`config.mk`:
```
export PLATFORM = sky130hd
export DESIGN_NAME = mm4_mac
export DESIGN_NICKNAME = d
export VERILOG_FILES = /design/src/rtl/core/mm4_pkg.sv /design/src/rtl/core/mm4_mac.sv
export SDC_FILE = /design/constraint.sdc
export NUM_CORES = 2
export LEC_CHECK = 0
export ABC_AREA = 1
export BUFFER_PORTS_ARGS = -buffer_cell sky130_fd_sc_hd__buf_2
export CORE_UTILIZATION = 38
export CTS_BUF_LIST = sky130_fd_sc_hd__clkbuf_4 sky130_fd_sc_hd__clkbuf_8
export CTS_CLUSTER_SIZE = 10
export DETAILED_ROUTE_END_ITERATION = 8
export PLACE_DENSITY_LB_ADDON = 0.05
export SETUP_SLACK_MARGIN = 0.05
export SLEW_MARGIN = 20
export SYNTH_ARGS = -nofsm -noshare
export SYNTH_HDL_FRONTEND = slang
export SYNTH_SLANG_ARGS = --single-unit
export TNS_END_PERCENT = 5
```
`constraint.sdc`:
```
create_clock -name clk_i -period 7.2 [get_ports clk_i]
set_input_delay 0.36 -clock clk_i [delete_from_list [all_inputs] [get_ports clk_i]]
set_output_delay 0.36 -clock clk_i [all_outputs]
set_load 0.1 [all_outputs]
```
`src/rtl/core/mm4_pkg.sv`:
```
package mm4_pkg;

  // Matrix order is tied to the 2-bit row/col fields.
  localparam int unsigned DIM       = 4;
  localparam int unsigned FRAC_BITS = 16;
  localparam int unsigned IDX_W     = 2;
  localparam int unsigned VAL_W     = 32;
  localparam int unsigned PROD_W    = 2 * VAL_W;
  // Exact sum of DIM products.
  localparam int unsigned ACC_W     = PROD_W + $clog2(DIM);
  // Term counter runs 0..DIM (one extra step drains the product register).
  localparam int unsigned CNT_W     = $clog2(DIM + 1);

  typedef enum logic [1:0] {
    OP_LOAD_LEFT  = 2'd0,
    OP_LOAD_RIGHT = 2'd1,
    OP_MUL_EMIT   = 2'd2,
    OP_MUL_LEFT   = 2'd3
  } op_e;

  typedef enum logic [1:0] {
    ST_IDLE,
    ST_MAC,
    ST_RES,
    ST_COPY
  } state_e;

  typedef struct packed {
    op_e                     operation;
    logic [IDX_W-1:0]        row;
    logic [IDX_W-1:0]        col;
    logic signed [VAL_W-1:0] value;
  } req_t;

  typedef struct packed {
    logic [IDX_W-1:0]        out_row;
    logic [IDX_W-1:0]        out_col;
    logic signed [VAL_W-1:0] out_value;
    logic                    last;
  } resp_t;

  typedef struct packed {
    logic clear;
    logic mul_en;
    logic acc_en;
  } mac_ctl_t;

  typedef struct packed {
    logic out_load;
    logic row_wr;
    logic copy;
  } seq_ctl_t;

endpackage

```
`src/rtl/core/mm4_mac.sv`:
```
// Shared multiply-accumulate unit: one 32x32 multiplier, registered product,
// exact accumulator, then floor shift and saturation.
module mm4_mac #(
  parameter int unsigned FracBits = mm4_pkg::FRAC_BITS
) (
  input  logic                              clk_i,
  input  mm4_pkg::mac_ctl_t                 ctl_i,
  input  logic signed [mm4_pkg::VAL_W-1:0]  a_i,
  input  logic signed [mm4_pkg::VAL_W-1:0]  b_i,
  output logic signed [mm4_pkg::VAL_W-1:0]  res_o
);

  localparam int unsigned ValW  = mm4_pkg::VAL_W;
  localparam int unsigned ProdW = mm4_pkg::PROD_W;
  localparam int unsigned AccW  = mm4_pkg::ACC_W;

  logic signed [ProdW-1:0] prod_q;
  logic signed [AccW-1:0]  acc_q;
  logic signed [AccW-1:0]  shifted;
  logic [AccW-ValW:0]      upper;
  logic                    fits;

  always_ff @(posedge clk_i) begin
    if (ctl_i.mul_en) begin
      prod_q <= ProdW'(a_i) * ProdW'(b_i);
    end
  end

  always_ff @(posedge clk_i) begin
    if (ctl_i.clear) begin
      acc_q <= '0;
    end else if (ctl_i.acc_en) begin
      acc_q <= acc_q + {{(AccW-ProdW){prod_q[ProdW-1]}}, prod_q};
    end
  end

  // Arithmetic shift of the exact sum rounds toward minus infinity.
  assign shifted = acc_q >>> FracBits;
  assign upper   = shifted[AccW-1:ValW-1];
  assign fits    = (&upper) | ~(|upper);

  always_comb begin
    if (fits) begin
      res_o = shifted[ValW-1:0];
    end else if (shifted[AccW-1]) begin
      res_o = {1'b1, {(ValW-1){1'b0}}};
    end else begin
      res_o = {1'b0, {(ValW-1){1'b1}}};
    end
  end

endmodule

```
Word-level counts from Yosys, hierarchy flattened
Cells that the tools add are included.
- bits in registers: 130
- output and inout port bits: 32
- logic and storage cells: 10
- add/sub/neg operators: 1
- multiply operators: 1
- muxes and demuxes: 2
- bitwise operators: 2
- reductions and logical operators: 2
- operators with widths (operator ; count):
    $add A66 B66 Y66 ; 1
    $mul A32 B32 Y64 ; 1
    $mux W32 ; 2
    $reduce_and A19 Y1 ; 1
    $reduce_or A19 Y1 ; 1
    $not A1 Y1 ; 1
    $or A1 B1 Y1 ; 1

Longest topological paths before layout
- depth in word-level cells: 4
- depth in mapped cells: 34
- mapped depth without buffers: 33

Worst setup path after synthesis
OpenSTA, ideal clock, no wires.
- path kind: in2reg
- start: input a_i[31] (netlist name)
- end: register prod_q[54] (data pin)
- library setup time: 0.265 ns
- data arrival time: 7.122 ns
- path slack: -0.187 ns
- stages on the path: 27
- path buffers: 1
- cell sequence: clkbuf_1 nand2_1 inv_1 fa_1 fa_1 inv_1 fa_1 inv_1 fa_1 inv_1 fa_1 inv_1 fa_1 inv_1 fa_1 inv_1 fa_1 ha_1 nand2_1 nor2_1 inv_1 nor2_1 inv_1 nor2_1 inv_1 o211ai_1 xor2_1
- longest elaborated chain between the ends: 1
- ends and longest elaborated chain (what ; line ; RTL):
    from (decl) ; mm4_mac.sv:8 ; input logic signed [mm4_pkg::VAL_W-1:0] a_i,
    $mul A32 B32 Y64 ; mm4_mac.sv:25 ; prod_q <= ProdW'(a_i) * ProdW'(b_i);
    to (signal assigned) ; mm4_mac.sv:25 ;
    to (decl) ; mm4_mac.sv:17 ; logic signed [ProdW-1:0] prod_q;
No other way between the ends.
A chain may end at the register's enable or synchronous reset.

Worst setup path in the final report
- start: input b_i[3] (netlist name)
- end: register prod_q[44] (data pin)
- longest elaborated chain between the ends: 1
- ends and longest elaborated chain (what ; line ; RTL):
    from (decl) ; mm4_mac.sv:9 ; input logic signed [mm4_pkg::VAL_W-1:0] b_i,
    $mul A32 B32 Y64 ; mm4_mac.sv:25 ;
No other way between the ends.

==> metrics <==
CTS clk-pin slew, worst paths=0.08 ns; largest net degree at the start of global routing=67; total number of vias=39300; RSZ-0062 raised after global routing=true; Synth Area per Inst=about 7.6 um2; grt total ovfl=0; Clk Tree Root Cell=clkbuf_8; DRT Wirelength=between 150000 and 200000 um; Max Slew Vio Count=0; CTS buffer count=17; DR vias/cell=between 4 and 5; H-tree Lvls=4; Final Util=44.4%; #FFs+latches synth=130; Yosys cell types=49; layout cells sized above 1=between 10% and 20%; final hold vios=0; launching element type of the critical path=input pin; synthesized-area fraction occupied by adder cells=51.7%; clock sinks=130; CP Max Fanout=14; Die X=between 300 and 400 um; first-pass GRT wire length=249000 um; Placed Instance Area=54700 um2; Crit Path Class=in -> reg; CTS tree=yes; Fillers=13000; row count=129; post-route minimum period=approximately 7 ns; Slew HR=36.5%; post-route cell area=55200 um2; die area=128000 um2; Area Growth Syn to Fin=15.2%; gr usage total=25.6%; cell area after synthesis=47900 um2; vias in the first global route=42500; dpl hpwl=140000 um; Worst Setup End Kind=register; hold slack=approximately 0.20 ns; Initial DRC Count=2429; Initial Util=38.5%; Max Clock Freq=between 100 and 150 MHz; initial antenna violation count=2; Final setup viols=0; Post-Synth Simple-Gate Area=18.7%; Mapped Nets=7692; Detail Route Antenna Nets=0; Port Buf Inserts=roughly 100; largest family of logic cells by synthesized area=adder cells; fin nets=8167; Placeable Area=124000 um2; Yosys warnings=0; Worst Tran Pin Value=0.949 ns; status=complete, no violations; deepest clock path buffer count=2; later-pin clock latency in the skew report=~0.53 ns; sequential area share after synthesis=6.76%; CP Data Required Time=7.47 ns; DR pass1 iterations=7; die extent in y=357 um; max cap viols=0; Final period util=a little over nine tenths; drt wl/cell=18.6 um; DR DRC count=0; crit path DAT=7.11 ns; Hold Path Class=in -> reg; mux cell area share after synthesis=0%; gpl congestion=0.958; Clock Skews=slightly below 0.03 ns; IO Count=100; Cells after Synth=6292; post-synthesis compound-gate area fraction=4.51%; Post-Synth XOR/XNOR Area=1.74%
final timing paths:
path / slack [ns] / start / depth (start not counted) / end
max reg2reg: 4.27 / acc_q[0] / 15 / acc_q[58]
max: 0.36 / b_i[3] / 25 / prod_q[44]
min: 0.20 / ctl_i[1] / 1 / prod_q[38]
min reg2reg: 0.49 / acc_q[0] / 2 / acc_q[0]
layout make-up:
cell class / count / area (um2) / area share, %
Clock buffer: 17 / 234 / 0.424
Tap cell: 1637 / 2050 / 3.71
Multi-Input combinational cell: 4061 / 36800 / 66.7
Sequential cell: 130 / 3240 / 5.87
Inverter: 1880 / 7060 / 12.8
Clock inverter: 15 / 164 / 0.297
Antenna cell: 1 / 2.50 / 0.00453
Timing Repair Buffer: 677 / 5630 / 10.2
cell families after synthesis:
kind of cell | count (synthesis)
buffers and inverters | 2101
and+or+nand+nor | 2253
xor gates and xnor gates | 95
adders and majority gates | 1332
DFF | 130
AOI/OAI and AO/OA | 381
critical path, stage by stage:
cell,delay [ns]
buf_2,0.35
buf_4,0.19
buf_4,0.10
nand2_1,0.06
fa_1,0.55
fa_1,0.43
fa_1,0.54
fa_1,0.57
inv_1,0.05
fa_1,0.48
fa_1,0.55
fa_1,0.50
inv_1,0.05
fa_1,0.50
inv_1,0.05
ha_1,0.35
a21o_1,0.21
a21oi_1,0.25
nor2_1,0.08
nor2_1,0.21
nor2_1,0.08
nor2_1,0.20
buf_4,0.15
nand3_1,0.08
xor2_1,0.14
cells in the mapped netlist (all sizes together):
master	instances	area [um2]
fa	1083	21700
o2111ai	1	8.76
edfxtp	64	1920
clkbuf	210	808
nor3b	1	12.5
and2	3	20.0
xnor2	23	201
o21bai	31	236
or2	14	87.6
o21a	4	30.0
nand3	136	721
and3	8	50.1
xor2	72	631
a31o	3	26.3
a31oi	14	87.6
a211oi	2	15.0
o21ai	129	664
nand2	1600	6030
nand3b	8	60.1
dfxtp	66	1320
nor3	25	135
nand4	26	163
buf	11	78.8
inv	1880	7060
a21boi	7	56.3
o41ai	1	16.3
nor2	418	1590
ha	249	3120
o211ai	6	50.1
a21o	17	128
a21oi	166	842
nor4	14	100
registers in the layout (all words and copies together) (netlist names):
| register | count |
|---|---|
| acc_q | 66 |
| prod_q | 64 |
per-layer routing:
layer	vias up	wire [um]	GRT usage [%]
met5	-	13	0
met4	2	2400	4.01
met3	108	4500	1.55
met2	603	75100	43.8
met1	19800	74300	36.2
li1	18800	-	-
what timing repair did:
item                       CTS  global route
setup endpoints to repair    0            24
setup buffers                0             0
resized for setup            0            21
hold buffers                 0             0
layout by cell type (no fill, tap or decap), types with 17 or more instances in the layout:
master / count
o21ai_0: 121
ha_1: 247
buf_12: 60
nor2_1: 407
nor3_1: 21
nand4_1: 26
nand3_1: 127
xnor2_1: 23
inv_1: 1875
clkbuf_8: 17
a21o_1: 17
nand2_1: 1590
dfxtp_1: 66
buf_2: 92
edfxtp_1: 64
buf_4: 517
xor2_1: 72
a21oi_1: 162
o21bai_1: 30
fa_1: 1080
stage by stage:
step	setup TNS [ns]	instances	setup slack (ns)
final	0	8418	0.365
after global routing	0	8417	0.00723
after CTS	0	8416	0.124
after detailed placement	-6.52	8384	-0.410
after global placement	-6.45	8384	-0.497
after floorplan	0	6292	0.0353
Power is left out: the tool's default activity adds up to more than one toggle a clock period on the data nets, which glitch-free logic cannot reach.
