File: src/rtl/core/mm4_pkg.sv
package mm4_pkg;

  // Matrix order is tied to the 2-bit row/col fields.
  localparam int unsigned DIM       = 4;
  localparam int unsigned FRAC_BITS = 16;
  localparam int unsigned IDX_W     = 2;
  localparam int unsigned VAL_W     = 32;
  localparam int unsigned PROD_W    = 2 * VAL_W;
  // Exact sum of DIM products.
  localparam int unsigned ACC_W     = PROD_W + $clog2(DIM);
  // Term counter runs 0..DIM (one extra step drains the product register).
  localparam int unsigned CNT_W     = $clog2(DIM + 1);

  typedef enum logic [1:0] {
    OP_LOAD_LEFT  = 2'd0,
    OP_LOAD_RIGHT = 2'd1,
    OP_MUL_EMIT   = 2'd2,
    OP_MUL_LEFT   = 2'd3
  } op_e;

  typedef enum logic [1:0] {
    ST_IDLE,
    ST_MAC,
    ST_RES,
    ST_COPY
  } state_e;

  typedef struct packed {
    op_e                     operation;
    logic [IDX_W-1:0]        row;
    logic [IDX_W-1:0]        col;
    logic signed [VAL_W-1:0] value;
  } req_t;

  typedef struct packed {
    logic [IDX_W-1:0]        out_row;
    logic [IDX_W-1:0]        out_col;
    logic signed [VAL_W-1:0] out_value;
    logic                    last;
  } resp_t;

  typedef struct packed {
    logic clear;
    logic mul_en;
    logic acc_en;
  } mac_ctl_t;

  typedef struct packed {
    logic out_load;
    logic row_wr;
    logic copy;
  } seq_ctl_t;

endpackage

File: src/rtl/core/mm4_seq.sv
// Sequencer: walks row, column and term indices over the shared MAC.
module mm4_seq (
  input  logic                          clk_i,
  input  logic                          rst_ni,
  input  logic                          in_fire_i,
  input  mm4_pkg::op_e                  op_i,
  input  logic                          out_free_i,
  output logic                          in_ready_o,
  output mm4_pkg::mac_ctl_t             mac_ctl_o,
  output mm4_pkg::seq_ctl_t             seq_ctl_o,
  output logic [mm4_pkg::IDX_W-1:0]     row_o,
  output logic [mm4_pkg::IDX_W-1:0]     col_o,
  output logic [mm4_pkg::IDX_W-1:0]     term_o
);

  localparam int unsigned IdxW = mm4_pkg::IDX_W;
  localparam int unsigned CntW = mm4_pkg::CNT_W;
  localparam logic [IdxW-1:0] LastIdx = IdxW'(mm4_pkg::DIM - 1);
  localparam logic [CntW-1:0] NumTerms = CntW'(mm4_pkg::DIM);

  mm4_pkg::state_e  state_q, state_d;
  logic [IdxW-1:0]  row_q, row_d;
  logic [IdxW-1:0]  col_q, col_d;
  logic [CntW-1:0]  k_q, k_d;
  logic             emit_q, emit_d;

  always_ff @(posedge clk_i or negedge rst_ni) begin
    if (!rst_ni) begin
      state_q <= mm4_pkg::ST_IDLE;
      row_q   <= '0;
      col_q   <= '0;
      k_q     <= '0;
      emit_q  <= 1'b0;
    end else begin
      state_q <= state_d;
      row_q   <= row_d;
      col_q   <= col_d;
      k_q     <= k_d;
      emit_q  <= emit_d;
    end
  end

  always_comb begin
    state_d    = state_q;
    row_d      = row_q;
    col_d      = col_q;
    k_d        = k_q;
    emit_d     = emit_q;
    in_ready_o = 1'b0;
    mac_ctl_o  = '0;
    seq_ctl_o  = '0;

    unique case (state_q)
      mm4_pkg::ST_IDLE: begin
        in_ready_o = 1'b1;
        if (in_fire_i && (op_i == mm4_pkg::OP_MUL_EMIT ||
                          op_i == mm4_pkg::OP_MUL_LEFT)) begin
          emit_d  = (op_i == mm4_pkg::OP_MUL_EMIT);
          row_d   = '0;
          col_d   = '0;
          k_d     = '0;
          state_d = mm4_pkg::ST_MAC;
        end
      end

      mm4_pkg::ST_MAC: begin
        mac_ctl_o.clear  = (k_q == '0);
        mac_ctl_o.mul_en = (k_q < NumTerms);
        mac_ctl_o.acc_en = (k_q != '0);
        k_d              = k_q + CntW'(1);
        if (k_q == NumTerms) begin
          state_d = mm4_pkg::ST_RES;
        end
      end

      mm4_pkg::ST_RES: begin
        if (emit_q) begin
          if (out_free_i) begin
            seq_ctl_o.out_load = 1'b1;
            k_d                = '0;
            state_d            = mm4_pkg::ST_MAC;
            if (col_q == LastIdx) begin
              col_d = '0;
              if (row_q == LastIdx) begin
                state_d = mm4_pkg::ST_IDLE;
              end else begin
                row_d = row_q + IdxW'(1);
              end
            end else begin
              col_d = col_q + IdxW'(1);
            end
          end
        end else begin
          seq_ctl_o.row_wr = 1'b1;
          k_d              = '0;
          if (col_q == LastIdx) begin
            state_d = mm4_pkg::ST_COPY;
          end else begin
            col_d   = col_q + IdxW'(1);
            state_d = mm4_pkg::ST_MAC;
          end
        end
      end

      mm4_pkg::ST_COPY: begin
        // Row of the product replaces the left row; later rows never read it.
        seq_ctl_o.copy = 1'b1;
        col_d          = '0;
        k_d            = '0;
        if (row_q == LastIdx) begin
          state_d = mm4_pkg::ST_IDLE;
        end else begin
          row_d   = row_q + IdxW'(1);
          state_d = mm4_pkg::ST_MAC;
        end
      end

      default: begin
        state_d = mm4_pkg::ST_IDLE;
      end
    endcase
  end

  assign row_o  = row_q;
  assign col_o  = col_q;
  assign term_o = k_q[IdxW-1:0];

endmodule

File: config.mk
export PLATFORM = sky130hd
export DESIGN_NAME = mm4_seq
export DESIGN_NICKNAME = d
export VERILOG_FILES = /design/src/rtl/core/mm4_pkg.sv /design/src/rtl/core/mm4_seq.sv
export SDC_FILE = /design/constraint.sdc
export NUM_CORES = 1
export LEC_CHECK = 0
export ABC_AREA = 1
export BUFFER_PORTS_ARGS = -buffer_cell sky130_fd_sc_hd__buf_2
export CORE_UTILIZATION = 48
export DETAILED_ROUTE_END_ITERATION = 7
export GPL_ROUTABILITY_DRIVEN = 0
export GPL_TIMING_DRIVEN = 0
export HOLD_SLACK_MARGIN = 0.02
export PLACE_DENSITY = 0.84
export SLEW_MARGIN = 20
export SYNTH_ARGS = -nofsm -noshare
export SYNTH_HDL_FRONTEND = slang
export SYNTH_SLANG_ARGS = --single-unit
export TNS_END_PERCENT = 1
File: constraint.sdc
create_clock -name clk_i -period 1.6 [get_ports clk_i]
set_input_delay 0.24 -clock clk_i [delete_from_list [all_inputs] [get_ports clk_i]]
set_output_delay 0.24 -clock clk_i [all_outputs]
set_load 0.05 [all_outputs]
Yosys cells after proc, flatten, opt, wreduce, memory -nomap -nowiden --
Index checks and enable logic that the tools add are counted.
Storage, ports and cells: output and inout port bits 13, register bits 10, logic and storage cells 65, bits of input ports 6
Cells by class: add/sub/neg operators 3, eq/ne operators 15, reductions and logical operators 11, $lt $le $gt $ge 1, multiplexer cells 30
Operators by type and width (count):
- $mux 2 | 15
- $eq 2x2->1 const B | 6
- $mux 3 | 4
- $pmux 2 s3 | 2
- $pmux 3 s4 | 1
- $ne 2x2->1 const B | 5
- $pmux 2 s4 | 1
- $mux 1 | 7
- $ne 3x3->1 const B | 2
- $reduce_bool 3->1 | 2
- $reduce_and 5->1 | 1
- $add 2x1->2 const B | 2
- $reduce_and 2->1 | 2
- $reduce_and 4->1 | 1
- $add 3x1->3 const B | 1
- $eq 3x3->1 const B | 1
- $logic_not 3->1 | 1
- $lt 3x3->1 const B | 1
- $reduce_and 3->1 | 1
- $eq 2x1->1 const B | 1
- $logic_not 2->1 | 1
- $logic_and 1x1->1 | 1
- $logic_or 1x1->1 | 1

Longest topological paths before layout --
Gate-level depths: netlist of run 1.
word-level depth 6, gate-level depth with buffers 7

Worst setup path before layout of run 1 --
OpenSTA, ideal clock, no wires.
path type flip-flop to output port, start register state_q[0], end output port mac_ctl_o[2] in the netlist's numbering, cell stages (with the launch flop) 5, arrival 1.780 ns, slack -0.420 ns, path through dfrtp_1 -> inv_1 -> nor2_1 -> inv_1 -> nor3_1
RTL lines:
- start, declared | line mm4_seq.sv:21 | mm4_pkg::state_e state_q, state_d;
- start signal, assigned | line mm4_seq.sv:29 | state_q <= mm4_pkg::ST_IDLE;
- start signal, assigned | line mm4_seq.sv:35 | state_q <= state_d;
- end, declared | line mm4_seq.sv:9 | output mm4_pkg::mac_ctl_t mac_ctl_o,

==> impl_metrics.toml, run 1 <==
[synthesis]
synth_area_per_cell_sq_um = 7.090
synth_area_sq_um = 638.1
synthCells = 90
yosys.area_share.adder = 0.09804
ys_warn_count = 0
synth-seq-cells = 10
synth_top_family_by_area = "simple AND/OR/NAND/NOR gates"
synth.net_count = 101
synth_xor_area_frac = 0
synth-compound-area-share = 0.07843
yosysSeqAreaShare = 0.3922
synthMuxAreaShare = 0
yosys.area_share.simple = 0.3373
synth_cell_types = 14

[layout]
final_net_count = 130
num-fill-cells = 103
regArea_sq_um = 251.5
fin_util = 0.7308
n_antenna_cell = 0
drive_gt1_frac = 0.3077
syn_to_final_growth_pct = 34.12
multiInputGateArea_sq_um = 350.3

[clocking]
cts_buffers = 3
h-tree-depth = 1
clock_sinks = 10
root_buffer = "clkbuf_4"
clk_latency_ns = 0.27
clk_transition_reported_paths_ns = 0.06
ctsLongestPathBuffers = 2
cts_tree = "built"

[hold_path]
hold_class = "in2reg"

[critical_path]
critical_path.max_fanout = 4
required_ns = 1.36
crit_type = "reg2out"
cp_data_arrival_time_ns = 1.33
endpoint_kind = "output port"
start_kind = "flip-flop"

[grt]
grt-ovfl-total = 0
grt_start_max_net_pins = 11
grt_pass1_vias = 569
use_met3 = 0.08721
grt_pass1_wl_um = 2228
antenna_found_initial = 0
grt.total_usage = 0.2233
met2_usage = 0.3729
top_usage_layer = "met2"
grt_use_met1 = 0.2694

[sta]
slew_viol_final = 0
max_slew_margin = 0.7804
setup_violations = 0
setup_tns_ns = 0
hold_ws_ns = 0.1640
setup_slack_ns = 0.02884
period_needed_ns = 1.571
rsz0062_at_grt = "yes"
fmax_ghz = 0.6365
skew_ns = 0.001256
finalHoldViolCount = 0
fin_crit_sh = 0.9820
worstMarginPinSlew_ns = 0.3259

[floorplan]
io_pins = 19
start_util = 0.5449
die_area_sq_mm = 0.001479
die-width_um = 38.46
row_count = 12
die_h_um = 38.46
coreArea_sq_mm = 0.001171

[power]
ir_worst_vdd_mv = 0.4022
power_leakage_nw = 0.4609
power_density_mw_per_mm2 = 512.3
totalPowerFinal_w = 0.0004384

[drt]
remaining_drc_errors = 0
avgRoutedWirePerCell_um = 10.66
dr.first_iter.drc_count = 15
vias_per_cell = 4.969
ant_nets = 0
routed_wl_um = 1397
vias = 651
drt_pass1_iterations = 4

[place]
io_buffers = 18
pre_cts_slack_ns = 0.07631
dp_hpwl_um = 1064

[run_status]
status = "completed"

[run]
maxCapViolCount = 0
metrics by stage:
| step | cells | instance area [sq um] |
|---|---|---|
| floorplan | 90 | 643.1 |
| global placement | 122 | 750.7 |
| detailed placement | 122 | 750.7 |
| CTS | 126 | 807.0 |
| global route | 131 | 855.8 |
| finish | 131 | 855.8 |
cells in the final DEF (no fill, tap or decap), types with 3 or more instances in the layout:
master,instances
buf_4,11
a21oi_1,3
inv_1,12
buf_2,13
nor2_1,10
clkbuf_4,3
o21ai_0,7
nand2_1,27
ha_1,4
nand3_1,5
dfrtp_1,9
power breakdown:
part	switching [W]	total [W]	internal, W
Clock	0.0000839	0.000171	0.0000869
Combinational	0.00000841	0.0000148	0.00000639
Sequential	0	0.000253	0.000253
kinds of logic after synthesis:
logic type | after synthesis
buf+inv | 14
fa+ha+maj | 5
compound gates | 10
simple gates | 51
flops | 10
state kept, by name, summed over array words and instances, names as in the netlist:
signal and flops:
emit_q 1, col_o 2, state_q 2, k_q 3, row_o 2
synth_stat cells, drive strengths merged:
cell	instances	area, sq um
a21oi	3	15.01
buf	2	15.01
dfrtp	10	250.2
ha	5	62.56
inv	12	45.04
nand2	28	105.1
nand3	5	25.02
nand3b	2	15.01
nor2	12	47.55
nor3	2	10.01
o21ai	7	35.03
or2	2	12.52
layer usage:
metal | vias to the layer above | share of wire | wire length, um
li1 | 335 | - | -
met1 | 294 | 0.46 | 649
met2 | 19 | 0.46 | 641
met3 | 3 | 0.059 | 82
met4 | 0 | 0.017 | 24
met5 | - | 0 | 0
worst max-delay path: stages, from the launching register on:
cell     delay [ns]
dfrtp_1        0.38
inv_1          0.10
nor2_4         0.14
inv_1          0.09
nor3_2         0.18
buf_6          0.18
final cells by class:
cell class	instances	area share
repair buffers	24	0.1798
plain buffers	2	0.01754
clock buffers	3	0.02632
multi-input cells	66	0.4094
inverters	12	0.05263
flip-flops and latches	10	0.2939
well taps	14	0.02047
path summary, 6_finish.rpt:
path	from	cells after the start	slack, ns	to
worst max-delay path	state_q[0]$_DFFE_PN0P_	5	0.03	mac_ctl_o[2]
worst min-delay path	op_i[0]	2	0.16	emit_q$_DFFE_PN0P_
worst max register to register	col_o[0]$_DFFE_PN0P_	7	0.27	col_o[0]$_DFFE_PN0P_
worst min register to register	row_o[1]$_DFFE_PN0P_	2	0.51	row_o[1]$_DFFE_PN0P_
max in group asynchronous	rst_ni	2	1.03	state_q[1]$_DFFE_PN0P_
min in group asynchronous	rst_ni	2	0.36	row_o[0]$_DFFE_PN0P_
what timing repair did:
item	4_1_cts	5_1_grt
buffers inserted	0	5
endpoints found under the hold margin	10	0
setup endpoints to repair	4	5
gates resized for setup	8	4
hold buffers	1	0
pin swaps	0	2
(Power assumes the default switching activity.)
==> run 2: changes to the inputs <==
Clock period 1.6 ns to 1.8 ns, I/O delays scaled along.
==> impl_metrics.toml, run 2 (synthesis results as in run 1) <==
[sta]
slew_viol_final = 0
setup_violations = 0
fin_crit_sh = 0.9294
max_slew_margin = 0.7932
period_needed_ns = 1.673
rsz0062_at_grt = "no"
worstMarginPinSlew_ns = 0.3069
hold_ws_ns = 0.2010
fmax_ghz = 0.5978
setup_tns_ns = 0
finalHoldViolCount = 0
skew_ns = 0.004271
setup_slack_ns = 0.1271

[drt]
vias = 642
routed_wl_um = 1348
top_layer_used = "met3"
avgRoutedWirePerCell_um = 10.70
wl_met2_um = 639
vias_per_cell = 5.095
ant_nets = 0
drt_pass1_iterations = 4
dr_wl_met3_um = 85
wl_met1_um = 623
dr.first_iter.drc_count = 13
remaining_drc_errors = 0

[layout]
fin_cells = 126
largest_reg_flops = 3
fin_util = 0.6795
final_net_count = 125
regMostFlops = "k_q"
drive_gt1_frac = 0.2411
syn_to_final_growth_pct = 24.71
n_antenna_cell = 0
final_common_cell = "nand2_1"
final_cell_mix = "nand2_1 (28), buf_2 (16), inv_1 (12)"

[critical_path]
start_kind = "flip-flop"
crit_type = "reg2out"
required_ns = 1.53
endpoint_kind = "output port"
cp_data_arrival_time_ns = 1.40
critical_path.max_fanout = 5

[clocking]
h-tree-depth = 1
post_cts_buffers = 0
cts_tree = "built"
cts_buffers = 3
clk_latency_ns = 0.26
ctsLongestPathBuffers = 2
root_buffer = "clkbuf_4"
clock_sinks = 10
clk_transition_reported_paths_ns = 0.06

[floorplan]
die_h_um = 38.46
coreArea_sq_mm = 0.001171
die-width_um = 38.46
row_count = 12
die_area_sq_mm = 0.001479
start_util = 0.5449
io_pins = 19

[place]
placed_cells = 122
io_buffers = 18
dp_hpwl_um = 1064
pre_cts_slack_ns = 0.2463

[grt]
grt_pass1_vias = 570
grt_pass1_wl_um = 2228
antenna_found_initial = 0
grt-ovfl-total = 0
grt_start_max_net_pins = 11
grt.total_usage = 0.2233

[power]
ir_worst_vdd_mv = 0.3569
power_density_mw_per_mm2 = 484.6
power_leakage_nw = 0.4351

[run]
maxCapViolCount = 0

[hold_path]
hold_class = "in2reg"

[run_status]
status = "completed"
run 2: changes by cell type in the layout (fill, tap and decap cells not counted), sizes merged:
| cell | previous run | this run |
|---|---|---|
| clkbuf | 3 | 4 |
| buf | 25 | 19 |
run 2: final timing paths:
kind	start	endpoint	slack [ns]	cells after the start
max	state_q[0]$_DFFE_PN0P_	mac_ctl_o[2]	0.13	5
min	op_i[0]	emit_q$_DFFE_PN0P_	0.20	2
max reg2reg	state_q[0]$_DFFE_PN0P_	col_o[0]$_DFFE_PN0P_	0.46	7
min reg2reg	row_o[1]$_DFFE_PN0P_	row_o[1]$_DFFE_PN0P_	0.51	2
max in group asynchronous	rst_ni	state_q[1]$_DFFE_PN0P_	1.20	2
min in group asynchronous	rst_ni	row_o[0]$_DFFE_PN0P_	0.40	2
run 2: report_power, final:
part	leakage (nW)	internal (W)	switching, W	total, W
clock network	0.0138	0.0000770	0.0000709	0.000148
registers	0.105	0.000225	0	0.000225
logic	0.317	0.00000566	0.00000735	0.0000130
run 2: cell type report:
class	count	area, sq um
Buffer	2	15.01
Inverter	12	45.04
Clock buffer	3	22.52
Fill cell	117	375.4
Timing Repair Buffer	19	105.1
Multi-Input combinational cell	66	340.3
Sequential cell	10	250.2
Tap cell	14	17.52
run 2: critical path, stage by stage, from the launching register on:
cell	delay [ns]
dfrtp_1	0.42
inv_1	0.11
nor2_4	0.14
inv_1	0.10
nor3_2	0.10
buf_2	0.28
run 2: per-layer routing:
layer | vias to the layer above | track usage
li1 | 326 | -
met1 | 297 | 0.2694
met2 | 19 | 0.3729
met3 | 0 | 0.08721
met4 | 0 | 0.05172
met5 | - | 0
run 2: repair_timing:
item	in CTS	in global routing
setup endpoints to repair	3	3
hold buffers	1	0
gates cloned	0	0
endpoints found under the hold margin	10	0
gates resized for setup	1	4
pin swaps	0	0
run 2: stage by stage:
stage | total power, W | cell area (sq um)
finish | 0.0003856 | 795.8
global route | 0.0004013 | 795.8
CTS | 0.0003923 | 785.8
detailed placement | 0.0002405 | 750.7
global placement | 0.0002403 | 750.7
floorplan | 0.0002303 | 643.1
